==> config.mk <==
export PLATFORM = sky130hd
export DESIGN_NAME = seconds_to_dhms_text
export DESIGN_NICKNAME = d
export VERILOG_FILES = /design/src/rtl/s2t_pkg.sv /design/src/rtl/s2t_ctrl.sv /design/src/rtl/s2t_dp.sv /design/src/rtl/seconds_to_dhms_text.sv
export SDC_FILE = /design/constraint.sdc
export NUM_CORES = 2
export LEC_CHECK = 0
export BUFFER_PORTS_ARGS = -buffer_cell sky130_fd_sc_hd__buf_4
export CAP_MARGIN = 20
export CORE_MARGIN = 4
export CORE_UTILIZATION = 45
export CTS_CLUSTER_DIAMETER = 80
export DETAILED_ROUTE_END_ITERATION = 16
export SETUP_SLACK_MARGIN = 0.02
export SYNTH_ARGS = -nofsm -noshare
export SYNTH_HDL_FRONTEND = slang
export SYNTH_SLANG_ARGS = --single-unit
==> constraint.sdc <==
create_clock -name clk -period 10.7 [get_ports clk]
set_input_delay 2.675 -clock clk [delete_from_list [all_inputs] [get_ports clk]]
set_output_delay 2.675 -clock clk [all_outputs]
set_load 0.02 [all_outputs]
==> src/rtl/s2t_pkg.sv <==
`default_nettype none
// ----------------------------------------------------------------------------
// s2t_pkg: shared types and constants for seconds_to_dhms_text
// Phase codes, divisors and their reciprocals, character codes and the
// controller/datapath command and status bundles.
// ----------------------------------------------------------------------------
package s2t_pkg;

  localparam int SecWidth   = 32;
  localparam int CharWidth  = 6;
  localparam int CodeWidth  = 4;
  localparam int MaxChars   = 14;
  localparam int DaysBcdW   = 20;
  localparam int FieldBcdW  = 8;
  localparam int DaysBinW   = 16;
  localparam int FieldBinW  = 6;
  localparam int DaysDigits = 5;
  localparam int StrWidth   = MaxChars * CodeWidth;

  // Split phases, in the order they run
  localparam logic [1:0] PH_DAYS  = 2'd0;
  localparam logic [1:0] PH_HOURS = 2'd1;
  localparam logic [1:0] PH_MINS  = 2'd2;

  // Character codes held in the text shift register
  localparam logic [CodeWidth-1:0] CODE_SPACE = 4'd10;
  localparam logic [CodeWidth-1:0] CODE_COLON = 4'd11;

  localparam logic [CharWidth-1:0] ASCII_ZERO  = 6'd48;
  localparam logic [CharWidth-1:0] ASCII_SPACE = 6'd32;
  localparam logic [CharWidth-1:0] ASCII_COLON = 6'd58;

  localparam logic [SecWidth-1:0] SECS_PER_DAY  = 32'd86400;
  localparam logic [SecWidth-1:0] SECS_PER_HOUR = 32'd3600;
  localparam logic [SecWidth-1:0] SECS_PER_MIN  = 32'd60;

  // Reciprocals, rounded up. x / 86400 = (x >> 7) / 675, x / 3600 =
  // (x >> 4) / 225 and x / 60 = (x >> 2) / 15; each multiply-shift is exact
  // over the whole range its operand can take.
  localparam logic [25:0] RECIP_DAY  = 26'd50903317;  // 2^35 / 675
  localparam logic [13:0] RECIP_HOUR = 14'd9321;      // 2^21 / 225
  localparam logic [10:0] RECIP_MIN  = 11'd1093;      // 2^14 / 15
  localparam logic [15:0] RECIP_TEN  = 16'd52429;     // 2^19 / 10

  typedef struct packed {
    logic       load;    // capture a new count
    logic       quot;    // capture the quotient of the current phase
    logic       reduce;  // subtract quotient times divisor, store the field
    logic       digit;   // peel one decimal digit of days
    logic [1:0] phase;   // phase of the current split step
    logic       pack;    // assemble the text from the fields
    logic       shift;   // advance to the next character
  } ctl_cmd_t;

  typedef struct packed {
    logic [3:0] len;    // character count of the assembled text
  } ctl_sts_t;

  // Two BCD digits of a value below 64: tens by multiply-shift, then ones
  function automatic logic [FieldBcdW-1:0] bcd2(input logic [FieldBinW-1:0] v);
    logic [13:0] prod;
    logic [3:0]  tens;
    logic [5:0]  tens10;
    prod   = v * 8'd205;
    tens   = 4'(prod >> 11);
    tens10 = 6'(tens) * 6'd10;
    return {tens, 4'(v - tens10)};
  endfunction

  function automatic logic [CharWidth-1:0] code_to_ascii(input logic [CodeWidth-1:0] code);
    logic [CharWidth-1:0] c;
    case (code)
      CODE_SPACE: c = ASCII_SPACE;
      CODE_COLON: c = ASCII_COLON;
      default:    c = ASCII_ZERO + {2'b00, code};
    endcase
    return c;
  endfunction

endpackage
`default_nettype wire

==> src/rtl/s2t_ctrl.sv <==
`default_nettype none
// ----------------------------------------------------------------------------
// s2t_ctrl: sequencer for seconds_to_dhms_text
// Steps the datapath through the three split phases, the days digit
// extraction, the text assembly and the character output.
// ----------------------------------------------------------------------------
module s2t_ctrl (
  input  wire logic             clk,
  input  wire logic             rst_n,
  input  wire logic             start,
  output logic                  busy,
  output logic                  out_valid,
  output logic                  out_last_char,
  output s2t_pkg::ctl_cmd_t     cmd,
  input  wire s2t_pkg::ctl_sts_t sts
);
  import s2t_pkg::*;

  localparam logic [2:0] ST_IDLE  = 3'd0;
  localparam logic [2:0] ST_SPLIT = 3'd1;
  localparam logic [2:0] ST_DIGIT = 3'd2;
  localparam logic [2:0] ST_PACK  = 3'd3;
  localparam logic [2:0] ST_EMIT  = 3'd4;

  logic [2:0] state_r, state_nxt;
  logic [1:0] phase_r, phase_nxt;
  logic [3:0] cnt_r, cnt_nxt;

  always_comb begin
    state_nxt = state_r;
    phase_nxt = phase_r;
    cnt_nxt   = cnt_r;
    cmd       = '0;
    cmd.phase = phase_r;
    case (state_r)
      ST_IDLE: begin
        if (start) begin
          cmd.load  = 1'b1;
          state_nxt = ST_SPLIT;
          phase_nxt = PH_DAYS;
          cnt_nxt   = 4'd1;
        end
      end
      ST_SPLIT: begin
        // Quotient first, then the reduced remainder
        if (cnt_r != 4'd0) begin
          cmd.quot = 1'b1;
          cnt_nxt  = cnt_r - 4'd1;
        end else begin
          cmd.reduce = 1'b1;
          if (phase_r == PH_MINS) begin
            state_nxt = ST_DIGIT;
            cnt_nxt   = 4'(DaysDigits - 1);
          end else begin
            phase_nxt = phase_r + 2'd1;
            cnt_nxt   = 4'd1;
          end
        end
      end
      ST_DIGIT: begin
        cmd.digit = 1'b1;
        if (cnt_r == 4'd0) begin
          state_nxt = ST_PACK;
        end else begin
          cnt_nxt = cnt_r - 4'd1;
        end
      end
      ST_PACK: begin
        cmd.pack  = 1'b1;
        cnt_nxt   = sts.len - 4'd1;
        state_nxt = ST_EMIT;
      end
      ST_EMIT: begin
        cmd.shift = 1'b1;
        if (cnt_r == 4'd0) begin
          state_nxt = ST_IDLE;
        end else begin
          cnt_nxt = cnt_r - 4'd1;
        end
      end
      default: begin
        state_nxt = ST_IDLE;
      end
    endcase
  end

  always_ff @(posedge clk) begin
    if (!rst_n) begin
      state_r <= ST_IDLE;
      phase_r <= PH_DAYS;
      cnt_r   <= '0;
    end else begin
      state_r <= state_nxt;
      phase_r <= phase_nxt;
      cnt_r   <= cnt_nxt;
    end
  end

  assign busy          = (state_r != ST_IDLE);
  assign out_valid     = (state_r == ST_EMIT);
  assign out_last_char = (state_r == ST_EMIT) && (cnt_r == 4'd0);

endmodule
`default_nettype wire

==> src/rtl/s2t_dp.sv <==
`default_nettype none
// ----------------------------------------------------------------------------
// s2t_dp: datapath for seconds_to_dhms_text
// Reciprocal-multiply split of the count into fields, decimal digits of the
// days, field registers and the character shift register.
// ----------------------------------------------------------------------------
module s2t_dp (
  input  wire logic                             clk,
  input  wire logic [s2t_pkg::SecWidth-1:0]     in_total_seconds,
  input  wire s2t_pkg::ctl_cmd_t                cmd,
  output s2t_pkg::ctl_sts_t                     sts,
  output logic [s2t_pkg::CharWidth-1:0]         out_text_char
);
  import s2t_pkg::*;

  logic [SecWidth-1:0]  rem_r, rem_nxt;
  logic [DaysBinW-1:0]  quo_r, quo_nxt;
  logic [DaysBinW-1:0]  dd_r, dd_nxt;
  logic [DaysBcdW-1:0]  days_r, days_nxt;
  logic [FieldBinW-1:0] hours_r, hours_nxt;
  logic [FieldBinW-1:0] mins_r, mins_nxt;
  logic [StrWidth-1:0]  str_r, str_nxt;
  logic [StrWidth-1:0]  full_str;
  logic [1:0]           skip;
  logic [50:0]          day_prod;
  logic [26:0]          hour_prod;
  logic [20:0]          min_prod;
  logic [DaysBinW-1:0]  quo_phase;
  logic [SecWidth-1:0]  sub_amt;
  logic [31:0]          dec_prod;
  logic [DaysBinW-1:0]  dec_quo;
  logic [DaysBinW-1:0]  dec_quo10;
  logic [3:0]           dec_digit;

  // Quotient of the remainder by each divisor
  assign day_prod  = rem_r[31:7] * RECIP_DAY;
  assign hour_prod = rem_r[16:4] * RECIP_HOUR;
  assign min_prod  = rem_r[11:2] * RECIP_MIN;

  always_comb begin
    case (cmd.phase)
      PH_DAYS:  quo_phase = DaysBinW'(day_prod >> 35);
      PH_HOURS: quo_phase = DaysBinW'(hour_prod >> 21);
      PH_MINS:  quo_phase = DaysBinW'(min_prod >> 14);
      default:  quo_phase = '0;
    endcase
  end

  always_comb begin
    case (cmd.phase)
      PH_DAYS:  sub_amt = SecWidth'(quo_r) * SECS_PER_DAY;
      PH_HOURS: sub_amt = SecWidth'(quo_r) * SECS_PER_HOUR;
      PH_MINS:  sub_amt = SecWidth'(quo_r) * SECS_PER_MIN;
      default:  sub_amt = '0;
    endcase
  end

  // Lowest decimal digit of the remaining days
  assign dec_prod  = dd_r * RECIP_TEN;
  assign dec_quo   = DaysBinW'(dec_prod >> 19);
  assign dec_quo10 = dec_quo * 16'd10;
  assign dec_digit = 4'(dd_r - dec_quo10);

  // Drop leading zero digits of days, keeping at least two
  always_comb begin
    if (days_r[19:16] != 4'd0) begin
      skip = 2'd0;
    end else if (days_r[15:12] != 4'd0) begin
      skip = 2'd1;
    end else if (days_r[11:8] != 4'd0) begin
      skip = 2'd2;
    end else begin
      skip = 2'd3;
    end
  end

  assign sts.len  = 4'(MaxChars) - {2'b00, skip};
  assign full_str = {days_r, CODE_SPACE, bcd2(hours_r), CODE_COLON, bcd2(mins_r),
                     CODE_COLON, bcd2(rem_r[FieldBinW-1:0])};

  always_comb begin
    rem_nxt   = rem_r;
    quo_nxt   = quo_r;
    dd_nxt    = dd_r;
    days_nxt  = days_r;
    hours_nxt = hours_r;
    mins_nxt  = mins_r;
    str_nxt   = str_r;
    if (cmd.load) begin
      rem_nxt = in_total_seconds;
    end
    if (cmd.quot) begin
      quo_nxt = quo_phase;
    end
    if (cmd.reduce) begin
      // Keep the remainder, store the field; seconds are what is left
      rem_nxt = rem_r - sub_amt;
      case (cmd.phase)
        PH_DAYS:  dd_nxt    = quo_r;
        PH_HOURS: hours_nxt = FieldBinW'(quo_r);
        PH_MINS:  mins_nxt  = FieldBinW'(quo_r);
        default:  dd_nxt    = dd_r;
      endcase
    end
    if (cmd.digit) begin
      // Lowest digit enters at the top and moves down one slot per step
      dd_nxt   = dec_quo;
      days_nxt = {dec_digit, days_r[DaysBcdW-1:CodeWidth]};
    end
    if (cmd.pack) begin
      case (skip)
        2'd0:    str_nxt = full_str;
        2'd1:    str_nxt = full_str << CodeWidth;
        2'd2:    str_nxt = full_str << (2 * CodeWidth);
        default: str_nxt = full_str << (3 * CodeWidth);
      endcase
    end
    if (cmd.shift) begin
      str_nxt = str_r << CodeWidth;
    end
  end

  always_ff @(posedge clk) begin
    rem_r   <= rem_nxt;
    quo_r   <= quo_nxt;
    dd_r    <= dd_nxt;
    days_r  <= days_nxt;
    hours_r <= hours_nxt;
    mins_r  <= mins_nxt;
    str_r   <= str_nxt;
  end

  assign out_text_char = code_to_ascii(str_r[StrWidth-1 -: CodeWidth]);

endmodule
`default_nettype wire

==> src/rtl/seconds_to_dhms_text.sv <==
`default_nettype none
// ----------------------------------------------------------------------------
// seconds_to_dhms_text: seconds count to "D HH:MM:SS" ASCII text
// Splits a 32-bit seconds count into days, hours, minutes and seconds and
// sends the text out one character per cycle.
// ----------------------------------------------------------------------------
// A transaction starts at a clock edge with start high and busy low. Busy
// then stays high until the last character is out: the split into fields
// (a reciprocal-multiply quotient and a remainder update for each of days,
// hours and minutes), then the decimal digits of the days, then the text
// assembly, then 11 to 14 characters leave one per cycle, and busy drops
// before the next start is taken. Each character is on out_text_char for
// exactly one cycle with out_valid high; the receiver cannot stall, so it
// must take every one. out_last_char marks the final character. Days print
// with at least two digits and up to five; no terminator is sent.
// ----------------------------------------------------------------------------
module seconds_to_dhms_text (
  input  wire logic                         clk,
  input  wire logic                         rst_n,
  input  wire logic                         start,
  output logic                              busy,
  input  wire logic [s2t_pkg::SecWidth-1:0] in_total_seconds,
  output logic                              out_valid,
  output logic [s2t_pkg::CharWidth-1:0]     out_text_char,
  output logic                              out_last_char
);
  import s2t_pkg::*;

  ctl_cmd_t cmd;
  ctl_sts_t sts;

  // Sequence the phases and time the character strobes
  s2t_ctrl u_ctrl (
    .clk           (clk),
    .rst_n         (rst_n),
    .start         (start),
    .busy          (busy),
    .out_valid     (out_valid),
    .out_last_char (out_last_char),
    .cmd           (cmd),
    .sts           (sts)
  );

  // Split into fields, extract digits, hold the text
  s2t_dp u_dp (
    .clk              (clk),
    .in_total_seconds (in_total_seconds),
    .cmd              (cmd),
    .sts              (sts),
    .out_text_char    (out_text_char)
  );

endmodule
`default_nettype wire

==> results.sh <==
export IMPL_status="finished, final reports clean"
export IMPL_ios=44
export IMPL_grt_pass1_wl_um=134000
export IMPL_clockBufferDepth=2
export IMPL_worst_pin_slew_ps=871
export IMPL_gp_congestion=1.01
export IMPL_drive_gt1_share_pct=4.39
export IMPL_start_kind="register"
export IMPL_path_cells="inv_1, fa_1, inv_1, ha_1, fa_1, ha_1, fa_1, a21o_1, a21oi_1, o21bai_1, a31o_2, a211oi_1, o21ai_0, xor2_1, a22oi_1, ha_1, a21oi_1, nor2b_1, o21ai_0, nand2_1, a211oi_1, o21ai_0, xnor2_1, o21ai_0"
export IMPL_ctsResizeCount=0
export IMPL_cts_root_buf="clkbuf_16"
export IMPL_r2r_slack_ps=3290
export IMPL_drcViolationCount=0
export IMPL_dp_hpwl_um=69200
export IMPL_holdCritStartpoint="u_dp.str_r[2]"
export IMPL_async_flop_share_pct=0
export IMPL_fp_dieH_um=281
export IMPL_crit_path_frequent_cell="o21ai_0"
export IMPL_nets=4716
export IMPL_syn_inst=3457
export IMPL_synth_common_cells="inv_1 (800), ha_1 (798), fa_1 (392)"
export IMPL_r2r_end="u_dp.rem_r[30]"
export IMPL_postRouteAntennaNets=0
export IMPL_cts_clk_slew_worst_paths_ps=80
export IMPL_arrival_ps=7610
export IMPL_syn_avg_cell_area_um2=9.72
export IMPL_hold_violations=0
export IMPL_synth_cell_types=94
export IMPL_hold_end="u_dp.str_r[2]"
export IMPL_overflow=0
export IMPL_viasPerCell=5.40
export IMPL_setup_viol=0
export IMPL_io_buffers=42
export IMPL_hold_path_depth=2
export IMPL_die_area_um2=79100
export IMPL_worstPathRequired_ps=10900
export IMPL_synth_top_area_share_pct=29.7
export IMPL_crit_buf_inv=2
export IMPL_wirelength_um=83000
export IMPL_synth_top_cell_by_area="ha_1"
export IMPL_synth_main_ff_cell="edfxtp_1"
export IMPL_finalSetupTns_ps=0
export IMPL_slowest_stage="edfxtp_1"
export IMPL_post_synth_top_count_cell="inv_1"
export IMPL_fin_crit_ps=7410
export IMPL_mappedNetlistArea_um2=33600
export IMPL_grt_pass1_vias=24103
export IMPL_path_max_fanout=9
export IMPL_final_max_slew_viol_count=0
export IMPL_cts_buffers=17
export IMPL_routedWlPerCell_um=18.6
export IMPL_syn_nets=4682
export IMPL_coreArea_um2=73500
export IMPL_cpPeakStageDelay_ps=720
export IMPL_htreeDepth=4
export IMPL_cts_tree="built"
export IMPL_diodes=0
export IMPL_yosysWarnings=0
export IMPL_fin_crit_sh_pct=69.3
export IMPL_fmax_mhz=135
export IMPL_syn2layout_area_growth_pct=6.42
export IMPL_rows=99
export IMPL_fp_dieW_um=281
export IMPL_ys_seq_elements=161
export IMPL_finalClockSkew_ps=18.2
export IMPL_worst_slew_margin_rel_pct=41.7
export IMPL_grt_antenna_before_repair=2
export IMPL_regToRegStartpoint="u_dp.quo_r[3]"
export IMPL_rr_worst_depth=24
export IMPL_critPathTopFamily="compound AO/OA/AOI/OAI gates"
export IMPL_drt_pass1_iter_count=6
export IMPL_grt_usage_pct=21.5
export IMPL_grt_max_degree=65
export IMPL_cts_setup_buffers=0
export IMPL_hold_path_class="register to register"
export IMPL_clock_sinks=161
export IMPL_rsz0062_at_grt="no"
export IMPL_synth_area_leaders="ha_1 (30%), fa_1 (23%), edfxtp_1 (13%), inv_1 (8.9%), a21oi_1 (2.2%)"
export IMPL_cap_violations=0
export IMPL_synth_edff_count=145
export IMPL_initial_core_util_pct=45.8
export IMPL_ys_seq_area_share_pct=13.9
export IMPL_ctsHoldBuffers=0
export IMPL_worst_skew_pair_late_latency_ps=470
export IMPL_worst_setup_path_type="register to register"
export IMPL_dr_first_iter_drc_count=1714
export IMPL_vias=24083
export IMPL_worst_setup_path_end_kind="register"
==> state kept, by name, indices dropped and copies added, names as in the netlist <==
signal	flops
u_ctrl.cnt_r	4
u_ctrl.phase_r	2
u_ctrl.state_r	3
u_dp.days_r	20
u_dp.dd_r	16
u_dp.hours_r	6
u_dp.mins_r	6
u_dp.quo_r	16
u_dp.rem_r	32
u_dp.str_r	56
==> cells in the final DEF (no fill, tap or decap), types with 18 or more instances in the layout <==
master,n
a31oi_1,28
o21ai_0,130
nand3_1,34
ha_1,798
buf_4,66
nor2b_1,21
xor2_1,46
and3_1,25
fa_1,392
o221ai_1,18
a211oi_1,20
inv_1,799
a22oi_1,23
nor2_1,95
nor3_1,32
xnor2_1,79
nand2_1,171
a21o_1,72
edfxtp_1,145
a21oi_1,146
o21a_1,33
==> metrics by stage <==
stage | std cells | hold slack, ps | cell area, um2 | utilization (%) | worst slack, ps
after detailed placement | 4430 | 449 | 35100 | 47.8 | 3410
after global routing | 4463 | 493 | 35800 | 48.7 | 2930
final | 4463 | 469 | 35800 | 48.7 | 3290
after global placement | 4429 | 443 | 35100 | 47.8 | 3540
after CTS | 4462 | 467 | 35800 | 48.7 | 3400
after floorplan | 3457 | 425 | 33600 | - | 4410
==> kinds of logic (layout without fill, tap and decap cells) <==
kind of cell | after synthesis | in the layout | synth area share [%]
XOR/XNOR | 129 | 129 | 3.54
AO/OA/AOI/OAI | 628 | 628 | 12.7
adder cells (fa/ha/maj) | 1191 | 1191 | 53.1
flip-flops | 161 | 161 | 13.9
buffers and inverters | 855 | 902 | 9.56
other | 1 | 1 | 0.0112
multiplexers | 7 | 7 | 0.227
AND/OR/NAND/NOR | 485 | 485 | 6.96
==> how the worst max path moves through the flow <==
stage                         from             end  slack [ps]  cells after the start
floorplan           u_dp.rem_r[24]   u_dp.quo_r[0]        4410                     23
global placement     u_dp.quo_r[3]  u_dp.rem_r[30]        3540                     24
detailed placement   u_dp.quo_r[3]  u_dp.rem_r[30]        3410                     24
CTS                  u_dp.quo_r[3]  u_dp.rem_r[30]        3400                     24
global route         u_dp.quo_r[3]  u_dp.rem_r[28]        2930                     25
finish               u_dp.quo_r[3]  u_dp.rem_r[30]        3290                     24
==> worst reg2reg max path, stage by stage, from the launching register on <==
cell and delay (ps):
edfxtp_1 720, inv_1 310, fa_1 600, inv_1 60
ha_1 320, fa_1 470, ha_1 350, fa_1 470
a21o_1 200, a21oi_1 250, o21bai_1 140, a31o_2 290
a211oi_1 340, o21ai_0 230, xor2_1 180, a22oi_1 320
ha_1 360, a21oi_1 220, nor2b_1 70, o21ai_0 160
nand2_1 70, a211oi_1 580, o21ai_0 220, xnor2_1 170
o21ai_0 80
==> routing by layer <==
metal,part of all wire [%],GRT usage (%)
met5,0.013,0
met4,1.4,3.66
met3,5.9,3.85
met2,42,32.1
met1,51,33.2
==> final cells by class <==
cell class | count | area (um2)
tap | 959 | 1200
sequential | 161 | 4670
inverter | 803 | 3010
clock buffer | 17 | 425
clock inverter | 15 | 199
multi-input combinational | 2441 | 25700
fill | 7029 | 37700
timing repair buffer | 67 | 515
Power is left out: the tool's default activity adds up to more than one toggle a clock period on the data nets, which glitch-free logic cannot reach.
